`config.mk`:
```
export PLATFORM = sky130hd
export DESIGN_NAME = joint_limit_guard
export DESIGN_NICKNAME = d
export VERILOG_FILES = /design/src/hdl/jlg_pkg.sv /design/src/hdl/jlg_fifo.sv /design/src/hdl/jlg_front.sv /design/src/hdl/jlg_back.sv /design/src/hdl/joint_limit_guard.sv
export SDC_FILE = /design/constraint.sdc
export NUM_CORES = 2
export LEC_CHECK = 0
export ABC_AREA = 1
export BUFFER_PORTS_ARGS = -buffer_cell sky130_fd_sc_hd__buf_2
export CAP_MARGIN = 25
export CELL_PAD_IN_SITES_DETAIL_PLACEMENT = 2
export CELL_PAD_IN_SITES_GLOBAL_PLACEMENT = 2
export CORE_ASPECT_RATIO = 2
export CORE_UTILIZATION = 36
export DETAILED_ROUTE_END_ITERATION = 12
export PLACE_DENSITY_LB_ADDON = 0.1
export SYNTH_ARGS = -nofsm -noshare
export SYNTH_HDL_FRONTEND = slang
export SYNTH_HIERARCHICAL = 1
export SYNTH_SLANG_ARGS = --single-unit
```
`constraint.sdc`:
```
create_clock -name clk -period 15.64 [get_ports clk]
set_clock_uncertainty 0.05 [all_clocks]
set_input_delay 2.346 -clock clk [delete_from_list [all_inputs] [get_ports clk]]
set_output_delay 2.346 -clock clk [all_outputs]
set_load 0.02 [all_outputs]
```
`src/hdl/jlg_pkg.sv`:
```
// ----------------------------------------------------------------------------
// jlg_pkg
// shared types and constants of the joint limit guard
// ----------------------------------------------------------------------------
package jlg_pkg;

	// control mode codes
	localparam logic [2:0] MODE_OTHER   = 3'd0;
	localparam logic [2:0] MODE_POS     = 3'd1;
	localparam logic [2:0] MODE_OPEN    = 3'd2;
	localparam logic [2:0] MODE_TRQ     = 3'd3;
	localparam logic [2:0] MODE_IMP_POS = 3'd4;
	localparam logic [2:0] MODE_IMP_VEL = 3'd5;

	// default queue depths
	localparam int unsigned MID_QUEUE_DEPTH = 2;
	localparam int unsigned RES_QUEUE_DEPTH = 2;

	// classified sample, front to back
	typedef struct packed {
		logic [1:0]         axis;
		logic [2:0]         mode;
		logic signed [31:0] desired;
		logic signed [31:0] pwm;
		logic               restart;
		logic               clr_int;
		logic               clr_off;
		logic               use_spring;
		logic signed [31:0] diff;
		logic signed [15:0] gain;
		logic [3:0]         gain_shift;
	} work_t;

	// finished result beat
	typedef struct packed {
		logic [1:0]         axis;
		logic [2:0]         mode;
		logic signed [31:0] desired;
		logic signed [31:0] pwm;
		logic               restart;
		logic               clr_int;
		logic               clr_off;
	} res_t;

endpackage

```
`src/hdl/jlg_fifo.sv`:
```
// ----------------------------------------------------------------------------
// jlg_fifo
// small register queue used between the guard stages and for the results
// ----------------------------------------------------------------------------
module jlg_fifo #(
	parameter int unsigned DEPTH = jlg_pkg::MID_QUEUE_DEPTH,
	parameter type item_t = jlg_pkg::work_t
) (
	input  logic  clk,
	input  logic  arst_n,
	input  logic  push,
	output logic  full,
	input  item_t din,
	input  logic  pop,
	output logic  empty,
	output item_t dout
);

	localparam int unsigned AW = (DEPTH > 1) ? $clog2(DEPTH) : 1;
	localparam int unsigned CW = $clog2(DEPTH + 1);

	item_t          mem_q [DEPTH];
	logic [AW-1:0]  wr_ptr_q;
	logic [AW-1:0]  rd_ptr_q;
	logic [CW-1:0]  count_q;
	logic           do_push;
	logic           do_pop;

	assign full    = (count_q == CW'(DEPTH));
	assign empty   = (count_q == '0);
	assign do_push = push && !full;
	assign do_pop  = pop && !empty;
	assign dout    = mem_q[rd_ptr_q];

	always_ff @(posedge clk) begin
		if (do_push) begin
			mem_q[wr_ptr_q] <= din;
		end
	end

	always_ff @(posedge clk or negedge arst_n) begin
		if (!arst_n) begin
			wr_ptr_q <= '0;
			rd_ptr_q <= '0;
			count_q  <= '0;
		end else begin
			if (do_push) begin
				wr_ptr_q <= (wr_ptr_q == AW'(DEPTH - 1)) ? '0 : wr_ptr_q + 1'b1;
			end
			if (do_pop) begin
				rd_ptr_q <= (rd_ptr_q == AW'(DEPTH - 1)) ? '0 : rd_ptr_q + 1'b1;
			end
			case ({do_push, do_pop})
				2'b10:   count_q <= count_q + 1'b1;
				2'b01:   count_q <= count_q - 1'b1;
				default: count_q <= count_q;
			endcase
		end
	end

	// occupancy bookkeeping
	a_count_bound: assert property (@(posedge clk) disable iff (!arst_n)
		count_q <= CW'(DEPTH))
		else $error("queue count beyond depth");

	a_count_up: assert property (@(posedge clk) disable iff (!arst_n)
		(do_push && !do_pop) |=> (count_q == $past(count_q) + 1'b1))
		else $error("queue count missed a push");

	a_count_down: assert property (@(posedge clk) disable iff (!arst_n)
		(do_pop && !do_push) |=> (count_q == $past(count_q) - 1'b1))
		else $error("queue count missed a pop");

endmodule

```
`src/hdl/jlg_front.sv`:
```
// ----------------------------------------------------------------------------
// jlg_front
// takes samples, runs the limit compares and registers the classified beat
// ----------------------------------------------------------------------------
module jlg_front (
	input  logic                clk,
	input  logic                arst_n,
	input  logic                push,
	output logic                full,
	input  logic [1:0]          axis,
	input  logic [2:0]          mode,
	input  logic signed [31:0]  position,
	input  logic signed [31:0]  desired,
	input  logic signed [31:0]  pwm_in,
	input  logic signed [31:0]  max_limit,
	input  logic signed [31:0]  min_limit,
	input  logic signed [15:0]  gain,
	input  logic [3:0]          gain_shift,
	input  logic signed [15:0]  band,
	output logic                valid_s1,
	input  logic                ready,
	output jlg_pkg::work_t      work_s1
);

	logic signed [31:0] band_ext;
	logic signed [31:0] hi_in;
	logic signed [31:0] lo_in;
	logic signed [31:0] hi_lim;
	logic signed [31:0] lo_lim;
	logic               band_pos;
	logic               outside;
	logic               hi_take;
	logic               lo_take;
	logic signed [31:0] hi_val;
	logic signed [31:0] lo_val;
	logic signed [31:0] des_mid;
	logic signed [31:0] des_new;
	logic               agree;
	logic               t_hi;
	logic               t_lo;
	logic               take;
	jlg_pkg::work_t     work;

	assign band_ext = {{16{band[15]}}, band};
	assign hi_in    = max_limit - band_ext;
	assign lo_in    = min_limit + band_ext;
	assign hi_lim   = max_limit + band_ext;
	assign lo_lim   = min_limit - band_ext;
	assign band_pos = !band[15] && (band != 16'sd0);
	assign outside  = (position > hi_in) || (position < lo_in);

	// upper clamp first, lower clamp sees the updated set point
	assign hi_take = (band_pos ? (position > hi_in) : (position > hi_lim)) && (desired > hi_in);
	assign hi_val  = band_pos ? hi_in : max_limit;
	assign des_mid = hi_take ? hi_val : desired;
	assign lo_take = (band_pos ? (position < lo_in) : (position < lo_lim)) && (des_mid < lo_in);
	assign lo_val  = band_pos ? lo_in : min_limit;
	assign des_new = lo_take ? lo_val : des_mid;

	// spring replacement for torque style modes
	assign agree = (gain > 16'sd0) == (pwm_in > 32'sd0);
	assign t_hi  = (position > max_limit) && agree;
	assign t_lo  = (position < min_limit) && !agree;

	always_comb begin
		work            = '0;
		work.axis       = axis;
		work.mode       = mode;
		work.desired    = desired;
		work.pwm        = pwm_in;
		work.gain       = gain;
		work.gain_shift = gain_shift;
		work.diff       = t_lo ? (min_limit - position) : (max_limit - position);
		case (mode)
			jlg_pkg::MODE_POS, jlg_pkg::MODE_OPEN: begin
				if (outside) begin
					work.mode    = jlg_pkg::MODE_POS;
					work.clr_off = 1'b1;
					work.desired = des_new;
					work.restart = hi_take || lo_take;
					work.clr_int = hi_take || lo_take;
				end
			end
			jlg_pkg::MODE_TRQ, jlg_pkg::MODE_IMP_POS, jlg_pkg::MODE_IMP_VEL: begin
				work.use_spring = t_hi || t_lo;
				work.clr_int    = t_hi || t_lo;
			end
			default: begin
				work.mode = mode;
			end
		endcase
	end

	assign full = valid_s1 && !ready;
	assign take = push && !full;

	always_ff @(posedge clk or negedge arst_n) begin
		if (!arst_n) begin
			valid_s1 <= 1'b0;
		end else if (!valid_s1 || ready) begin
			valid_s1 <= push;
		end
	end

	always_ff @(posedge clk) begin
		if (take) begin
			work_s1 <= work;
		end
	end

endmodule

```
`src/hdl/jlg_back.sv`:
```
// ----------------------------------------------------------------------------
// jlg_back
// gain multiply, shift toward zero and final drive selection
// ----------------------------------------------------------------------------
module jlg_back (
	input  logic           clk,
	input  logic           arst_n,
	input  logic           in_valid,
	output logic           in_ready,
	input  jlg_pkg::work_t in_item,
	output logic           out_valid,
	input  logic           out_ready,
	output jlg_pkg::res_t  out_item
);

	logic               valid_s2;
	jlg_pkg::work_t     work_s2;
	logic [31:0]        prod_s2;
	logic signed [47:0] prod_full;
	logic [31:0]        prod_neg;
	logic [31:0]        mag;
	logic [31:0]        spring;

	assign prod_full = 48'(in_item.diff) * 48'(in_item.gain);
	assign in_ready  = !valid_s2 || out_ready;

	always_ff @(posedge clk or negedge arst_n) begin
		if (!arst_n) begin
			valid_s2 <= 1'b0;
		end else if (in_ready) begin
			valid_s2 <= in_valid;
		end
	end

	always_ff @(posedge clk) begin
		if (in_ready && in_valid) begin
			work_s2 <= in_item;
			prod_s2 <= prod_full[31:0];
		end
	end

	// negative products shift as a magnitude so the result truncates toward zero
	assign prod_neg = 32'd0 - prod_s2;
	assign mag      = prod_neg >> work_s2.gain_shift;
	assign spring   = prod_s2[31] ? (32'd0 - mag) : (prod_s2 >> work_s2.gain_shift);

	assign out_valid        = valid_s2;
	assign out_item.axis    = work_s2.axis;
	assign out_item.mode    = work_s2.mode;
	assign out_item.desired = work_s2.desired;
	assign out_item.pwm     = work_s2.use_spring ? $signed(spring) : work_s2.pwm;
	assign out_item.restart = work_s2.restart;
	assign out_item.clr_int = work_s2.clr_int;
	assign out_item.clr_off = work_s2.clr_off;

endmodule

```
`src/hdl/joint_limit_guard.sv`:
```
// ----------------------------------------------------------------------------
// joint_limit_guard
// soft-limit guard for one joint sample per beat
// ----------------------------------------------------------------------------
// The guard takes one axis sample per clock while full is low and returns one
// result beat per sample, in order. A sample is taken when push is high and
// full is low; the oldest result sits on the result ports while empty is low
// and leaves on pop. A sample passes the front register with the limit
// compares, the middle queue, the back register with the gain multiply and
// the result queue; the back part sustains one sample per cycle while no
// stage stalls. The front and back parts are joined by a small queue, and a
// second queue holds finished results, so a stalled consumer does not stop
// intake until both queues have filled. The guard band register is written
// through its own valid/ready channel, which is always ready; write it only
// while no sample is in flight.
// ----------------------------------------------------------------------------
module joint_limit_guard #(
	parameter int unsigned MID_DEPTH = jlg_pkg::MID_QUEUE_DEPTH,
	parameter int unsigned RES_DEPTH = jlg_pkg::RES_QUEUE_DEPTH
) (
	input  logic               clk,
	input  logic               arst_n,
	// sample side
	input  logic               push,
	output logic               full,
	input  logic [1:0]         axis,
	input  logic [2:0]         mode,
	input  logic signed [31:0] position,
	input  logic signed [31:0] desired,
	input  logic signed [31:0] pwm_in,
	input  logic signed [31:0] max_limit,
	input  logic signed [31:0] min_limit,
	input  logic signed [15:0] gain,
	input  logic [3:0]         gain_shift,
	// result side
	output logic               empty,
	input  logic               pop,
	output logic [1:0]         axis_out,
	output logic [2:0]         mode_out,
	output logic signed [31:0] desired_out,
	output logic signed [31:0] pwm_out,
	output logic               restart_trajectory,
	output logic               clear_integral,
	output logic               clear_offset,
	// guard band register
	input  logic               band_valid,
	output logic               band_ready,
	input  logic signed [15:0] band
);

	logic signed [15:0] band_q;
	logic               valid_s1;
	logic               mid_full;
	logic               mid_empty;
	logic               back_ready;
	logic               back_valid;
	logic               res_full;
	jlg_pkg::work_t     work_s1;
	jlg_pkg::work_t     mid_item;
	jlg_pkg::res_t      back_item;
	jlg_pkg::res_t      res_item;

	// band register, always ready for a beat
	assign band_ready = 1'b1;

	always_ff @(posedge clk or negedge arst_n) begin
		if (!arst_n) begin
			band_q <= '0;
		end else if (band_valid) begin
			band_q <= band;
		end
	end

	// front: compares, clamping and classification
	jlg_front u_front (
		.clk        (clk),
		.arst_n     (arst_n),
		.push       (push),
		.full       (full),
		.axis       (axis),
		.mode       (mode),
		.position   (position),
		.desired    (desired),
		.pwm_in     (pwm_in),
		.max_limit  (max_limit),
		.min_limit  (min_limit),
		.gain       (gain),
		.gain_shift (gain_shift),
		.band       (band_q),
		.valid_s1   (valid_s1),
		.ready      (!mid_full),
		.work_s1    (work_s1)
	);

	// decoupling queue between front and back
	jlg_fifo #(
		.DEPTH  (MID_DEPTH),
		.item_t (jlg_pkg::work_t)
	) u_mid_fifo (
		.clk    (clk),
		.arst_n (arst_n),
		.push   (valid_s1),
		.full   (mid_full),
		.din    (work_s1),
		.pop    (back_ready),
		.empty  (mid_empty),
		.dout   (mid_item)
	);

	// back: spring term and drive selection
	jlg_back u_back (
		.clk       (clk),
		.arst_n    (arst_n),
		.in_valid  (!mid_empty),
		.in_ready  (back_ready),
		.in_item   (mid_item),
		.out_valid (back_valid),
		.out_ready (!res_full),
		.out_item  (back_item)
	);

	// result queue, head drives the result ports
	jlg_fifo #(
		.DEPTH  (RES_DEPTH),
		.item_t (jlg_pkg::res_t)
	) u_res_fifo (
		.clk    (clk),
		.arst_n (arst_n),
		.push   (back_valid),
		.full   (res_full),
		.din    (back_item),
		.pop    (pop),
		.empty  (empty),
		.dout   (res_item)
	);

	assign axis_out           = res_item.axis;
	assign mode_out           = res_item.mode;
	assign desired_out        = res_item.desired;
	assign pwm_out            = res_item.pwm;
	assign restart_trajectory = res_item.restart;
	assign clear_integral     = res_item.clr_int;
	assign clear_offset       = res_item.clr_off;

	// a clamped set point always clears the integral
	a_restart_clears: assert property (@(posedge clk) disable iff (!arst_n)
		(!empty && restart_trajectory) |-> clear_integral)
		else $error("restart without integral clear");

	// a clamp only happens once the position is outside the band
	a_restart_outside: assert property (@(posedge clk) disable iff (!arst_n)
		(!empty && restart_trajectory) |-> clear_offset)
		else $error("restart without offset clear");

	// open loop is forced to position mode when outside
	a_open_forced: assert property (@(posedge clk) disable iff (!arst_n)
		(!empty && clear_offset) |-> (mode_out == jlg_pkg::MODE_POS))
		else $error("offset cleared outside position mode");

endmodule

```
### Yosys cells after proc, flatten, opt, wreduce, memory -nomap -nowiden

Memories as Yosys holds them, arrays and structs flattened.
Index checks and enable logic that the tools add are counted.

| storage, ports and cells | value |
|---|---|
| flip-flop bits (word level) | 260 |
| RAM bits | 394 |
| output and inout bits | 75 |
| word-level logic and storage cells | 130 |
| memories kept | 2 |

| cells by class | value |
|---|---|
| $add $sub $neg | 16 |
| $mul | 1 |
| $lt $le $gt $ge | 10 |
| eq/ne operators | 12 |
| shifts and indexed selects | 2 |
| multiplexer cells | 24 |
| reduce and logical (&&, ||, !) cells | 33 |

Memory list:

| memory | depth | width | rd ports | clocked after memory_dff | write ports | line | RTL |
|---|---|---|---|---|---|---|---|
| u_mid_fifo.mem_q | 2 | 125 | 1 | 0 | 1 | jlg_fifo.sv:22 | `item_t mem_q [DEPTH];` |
| u_res_fifo.mem_q | 2 | 72 | 1 | 0 | 1 | jlg_fifo.sv:22 |  |

Operators with widths:

| kind | count |
|---|---|
| 2-to-1 mux 32 bit | 8 |
| > comparator 32 bit | 4 |
| less-than comparator 32 bit | 4 |
| adder 32 x 16 -> 32 bit | 2 |
| >> shifter 32 x 4 -> 32 bit | 2 |
| subtractor 1 x 32 -> 32 bit (first input constant) | 2 |
| subtractor 32 x 16 -> 32 bit | 2 |
| subtractor 32 bit | 2 |
| 2-to-1 mux 35 bit | 1 |
| > comparator 32 x 1 -> 1 bit (second input constant) | 1 |
| multiplier 32 x 16 -> 32 bit | 1 |
| > comparator 16 x 1 -> 1 bit (second input constant) | 1 |
| nonzero test 16 bit | 1 |
| logical AND 1 bit | 11 |
| 2-to-1 mux 1 bit | 10 |
| zero test 1 bit | 9 |
| equality test 2 bit (second input constant) | 4 |
| case mux 2 bit (2 select lines) | 2 |
| equality test 3 x 2 -> 1 bit (second input constant) | 2 |
| equality test 3 bit (second input constant) | 2 |
| logical OR 1 bit | 5 |
| adder 1 bit (second input constant) | 4 |
| adder 2 x 1 -> 2 bit (second input constant) | 2 |
| equality test 2 x 1 -> 1 bit (second input constant) | 2 |
| 11 further kinds | 14 |

### Longest topological paths before layout

| logic depth | value |
|---|---|
| depth in word-level cells | 10 |
| depth in mapped cells | 67 |
| gate-level depth less buffers | 64 |

### Cells and area by module

Netlist, hierarchy kept.

By module, submodules not included:

| module | instances | cells each | area each (um2) | sequential area each (um2) |
|---|---|---|---|---|
| jlg_back | 1 | 2890 | 21471.8 | 3298.2 |
| jlg_front | 1 | 2641 | 18889.4 | 3778.6 |
| jlg_fifo (u_mid_fifo) | 1 | 685 | 9310.2 | 7607.3 |
| jlg_fifo (u_res_fifo) | 1 | 408 | 5486.5 | 4424.2 |
| joint_limit_guard | 1 | 73 | 666.9 | 400.4 |

### Least setup slack after synthesis

OpenSTA, ideal clock, no wires.

| path | value |
|---|---|
| path type | input to register |
| start | input max_limit[0] |
| end | register u_front/work_s1[89] (netlist name) |
| arrival | 8.533 ns |
| data required time | 15.336 ns |
| slack | 6.803 ns |
| stages | 54 |
| cell sequence | ha_1 fa_1 a21oi_1 o21bai_1 a21oi_1 o21ai_0 nand2_1 nand2_1 a21oi_1 o21ai_0 nand3_1 nand2_1 nand3_1 nand2_1 nand2_1 nand2_1 nand2_1 nand2_1 [... 18 more ...] nand3b_1 nand2_1 nand2_1 inv_2 nand3_4 clkbuf_1 mux2i_1 inv_1 ha_1 nand4_1 o221ai_1 a21oi_1 nand2_1 nand2_2 buf_2 nand4_1 nand3_1 nand2_1 |

RTL lines:

| what | line | RTL |
|---|---|---|
| start: declaration | joint_limit_guard.sv:31 | `input logic signed [31:0] max_limit,` |

==> run_results.csv <==
group,metric,value,unit
grt,grt-ovfl-total,0,
route,wl_met2,144,mm
grt,grt_pass1_vias,55900,
placed_design,gp_congestion,1.03,
clocking,clk_pin_slew,80,ps
sta,fmax,83.0,MHz
route,post_drt_via_cell_ratio,5.43,
logic_synthesis,netlist_instances,6697,
clocking,clock_latency,710,ps
sta,max_slew_margin,18.9,%
sta,setup_viol,0,
clocking,numClockSinks,654,
placed_design,port-buffer-count,279,
logic_synthesis,syn_nets,7682,
clocking,root_buffer,"clkbuf_16",
floorplan,initial_utilization,36.2,%
route,num_vias,48500,
sta,setup_slack,3590,ps
floorplan,die_width,280,um
critical_path,worstSetupEndpointType,"flip-flop",
clocking,postCtsSetupBuffers,0,
clocking,cts_resized,0,
outcome,run_status,"complete, no violations",
logic_synthesis,yosys_warnings,6,
clocking,cts_tree,"done",
critical_path,arrival,12440,ps
sta,finalCritPeriodShare,77.1,%
route,detail_route.iter0.violations,2029,
sta,worst_pin_slew,1200,ps
route,dr.pass1.iters,5,
floorplan,rows,204,
grt,grtUsageTotal,34.0,%
logic_synthesis,synth_edf_count,628,
logic_synthesis,ys_ff_latch,654,
route,antenna_left,0,
floorplan,io_pins,281,
logic_synthesis,ys_async_sr_fraction,3.98,%
logic_synthesis,yosys.cell_types.count,69,
clocking,ctsHoldBuffers,0,
critical_path,cp_slowest_stage_delay,720,ps
grt,antenna_found_initial,26,
logic_synthesis,synth_ff_type,"edfxtp_1",
floorplan,die_h,559,um
logic_synthesis,synth.largest_area_cell,"edfxtp_1",
logic_synthesis,avgSynthCellArea,8.34,um^2
logic_synthesis,synth-seq-area-share,34.9,%
cells_and_area,syn_to_final_growth,9.37,%
route,wl_met1,79.0,mm
sta,rsz0062_at_grt,"false",
critical_path,setup.worst_path.class,"in -> reg",
sta,setup_tns,0,ps
placed_design,dp_worst_setup_slack,3110,ps
sta,hold_violations,0,
cells_and_area,nets,7793,
logic_synthesis,synth_common_cells,"2010 x nand2_1, 1010 x inv_1, 628 x edfxtp_1",
grt,grt_start_max_net_pins,77,
logic_synthesis,yosysMostFrequentCell,"nand2_1",
critical_path,cpMostUsedCell,"nand2_1",
critical_path,slowest_stage,"nand3_4",
critical_path,critPathLaunchType,"input pin",
clocking,htreeDepth,2,
logic_synthesis,netlist_area,55800,um^2
route,wl_met3,8.44,mm
floorplan,die_area,157000,um^2
clocking,clockBufferDepth,3,
route,drt_wl_total,266,mm
grt,grt_pass1_wl,377,mm
cells_and_area,drive_gt1_share,9.37,%
route,topRoutingLayerUsed,"met5",
sta,min_period,12050,ps
logic_synthesis,yosys-top-cells-area,"edfxtp_1 34%, nand2_1 14%, fa_1 11%",
flow_run,cap_violations,0,
route,routedWlPerCell,29.8,um
critical_path,cp.required,16030,ps
min_path,hp-class,"reg -> reg",
critical_path,worstPathMaxFanout,63,
route,drc,0,
clocking,cts-buffers-inserted,61,
placed_design,hpwl,214,mm
floorplan,core,154000,um^2
logic_synthesis,synth_top_area_share,33.8,%
sta,drv_slew,0,
## cell families after synthesis
family | after synthesis | share of synthesized area (%)
xor gates and xnor gates | 225 | 3.53
and+or+nand+nor | 2895 | 22.0
adders and majority gates | 779 | 21.6
DFF | 654 | 34.9
other | 1 | 0.00672
AOI/OAI and AO/OA | 775 | 7.64
buffers and inverters | 1342 | 9.80
muxes | 26 | 0.466
## path summary, 6_finish.rpt
path	end	startpoint	slack (ps)	depth (start not counted)
min reg2reg	u_mid_fifo/mem_q[1][13]	u_front/work_s1[13]	340	0
min	u_mid_fifo/mem_q[1][13]	u_front/work_s1[13]	340	0
max reg2reg	u_front/work_s1[54]	band_q[15]	4820	49
max	u_front/work_s1[54]	max_limit[2]	3590	56
max in group asynchronous	band_q[6]	arst_n	13380	2
min in group asynchronous	u_res_fifo/rd_ptr_q	arst_n	1550	1
## sequential cells by signal, indices dropped and copies added, names as in the netlist
signal	flops
u_res_fifo/wr_ptr_q	1
u_back/out_valid	1
u_back/prod_s2	32
band_q	16
u_mid_fifo/wr_ptr_q	1
u_res_fifo/count_q	2
u_back/work_s2	37
u_back/out_item	40
u_front/valid_s1	1
u_res_fifo/mem_q	144
u_mid_fifo/count_q	2
u_mid_fifo/rd_ptr_q	1
u_front/work_s1	125
u_res_fifo/rd_ptr_q	1
u_mid_fifo/mem_q	250
## routing by layer
layer,vias up,global-route usage [%]
li1,21700,-
met1,24700,27.9
met2,1212,65.1
met3,820,4.47
met4,22,36.5
met5,-,0
## per-stage QoR
step | std cells | utilization [%] | hold slack (ps) | cell area (um^2)
finish | 8937 | 39.6 | 336 | 61100
global route | 8925 | 39.6 | 348 | 61000
CTS | 8916 | 39.5 | 346 | 61000
detailed placement | 8801 | 38.2 | 383 | 58800
global placement | 8798 | 38.2 | 371 | 58800
floorplan | 6697 | - | 371 | 55800
## cells in the final DEF (no fill, tap or decap), drive strengths merged, types with 16 or more instances in the layout
cell / Yosys / layout
nand2: 2050 / 2050
inv: 1028 / 1032
edfxtp: 628 / 628
ha: 469 / 469
nand3: 392 / 392
buf: 151 / 356
a21oi: 344 / 344
nor2: 311 / 311
fa: 310 / 310
o21ai: 291 / 291
xor2: 173 / 173
nand4: 77 / 77
clkbuf: 158 / 67
xnor2: 52 / 52
clkinv: 5 / 35
a31oi: 26 / 26
mux2i: 26 / 26
dfrtp: 26 / 26
a211oi: 22 / 22
nor4: 21 / 21
o21bai: 19 / 19
diode: 0 / 17
or2: 16 / 16
## layout make-up
type	instances	area [um^2]
fill	17800	93100
sequential	654	19500
inverter	1033	3890
timing repair buffer	357	2010
clock inverter	49	557
tap	2060	2580
multi-input combinational	4701	30900
antenna	17	42.5
clock buffer	66	1560
## worst max-delay path: cells and delay by family
family | cells | cell delay (ps)
and+or+nand+nor | 37 | 5990
AOI/OAI and AO/OA | 11 | 2390
adders and majority gates | 3 | 1060
buffers and inverters | 4 | 410
xor gates and xnor gates | 1 | 160
Power is left out: the tool's default activity adds up to more than one toggle a clock period on the data nets, which glitch-free logic cannot reach.
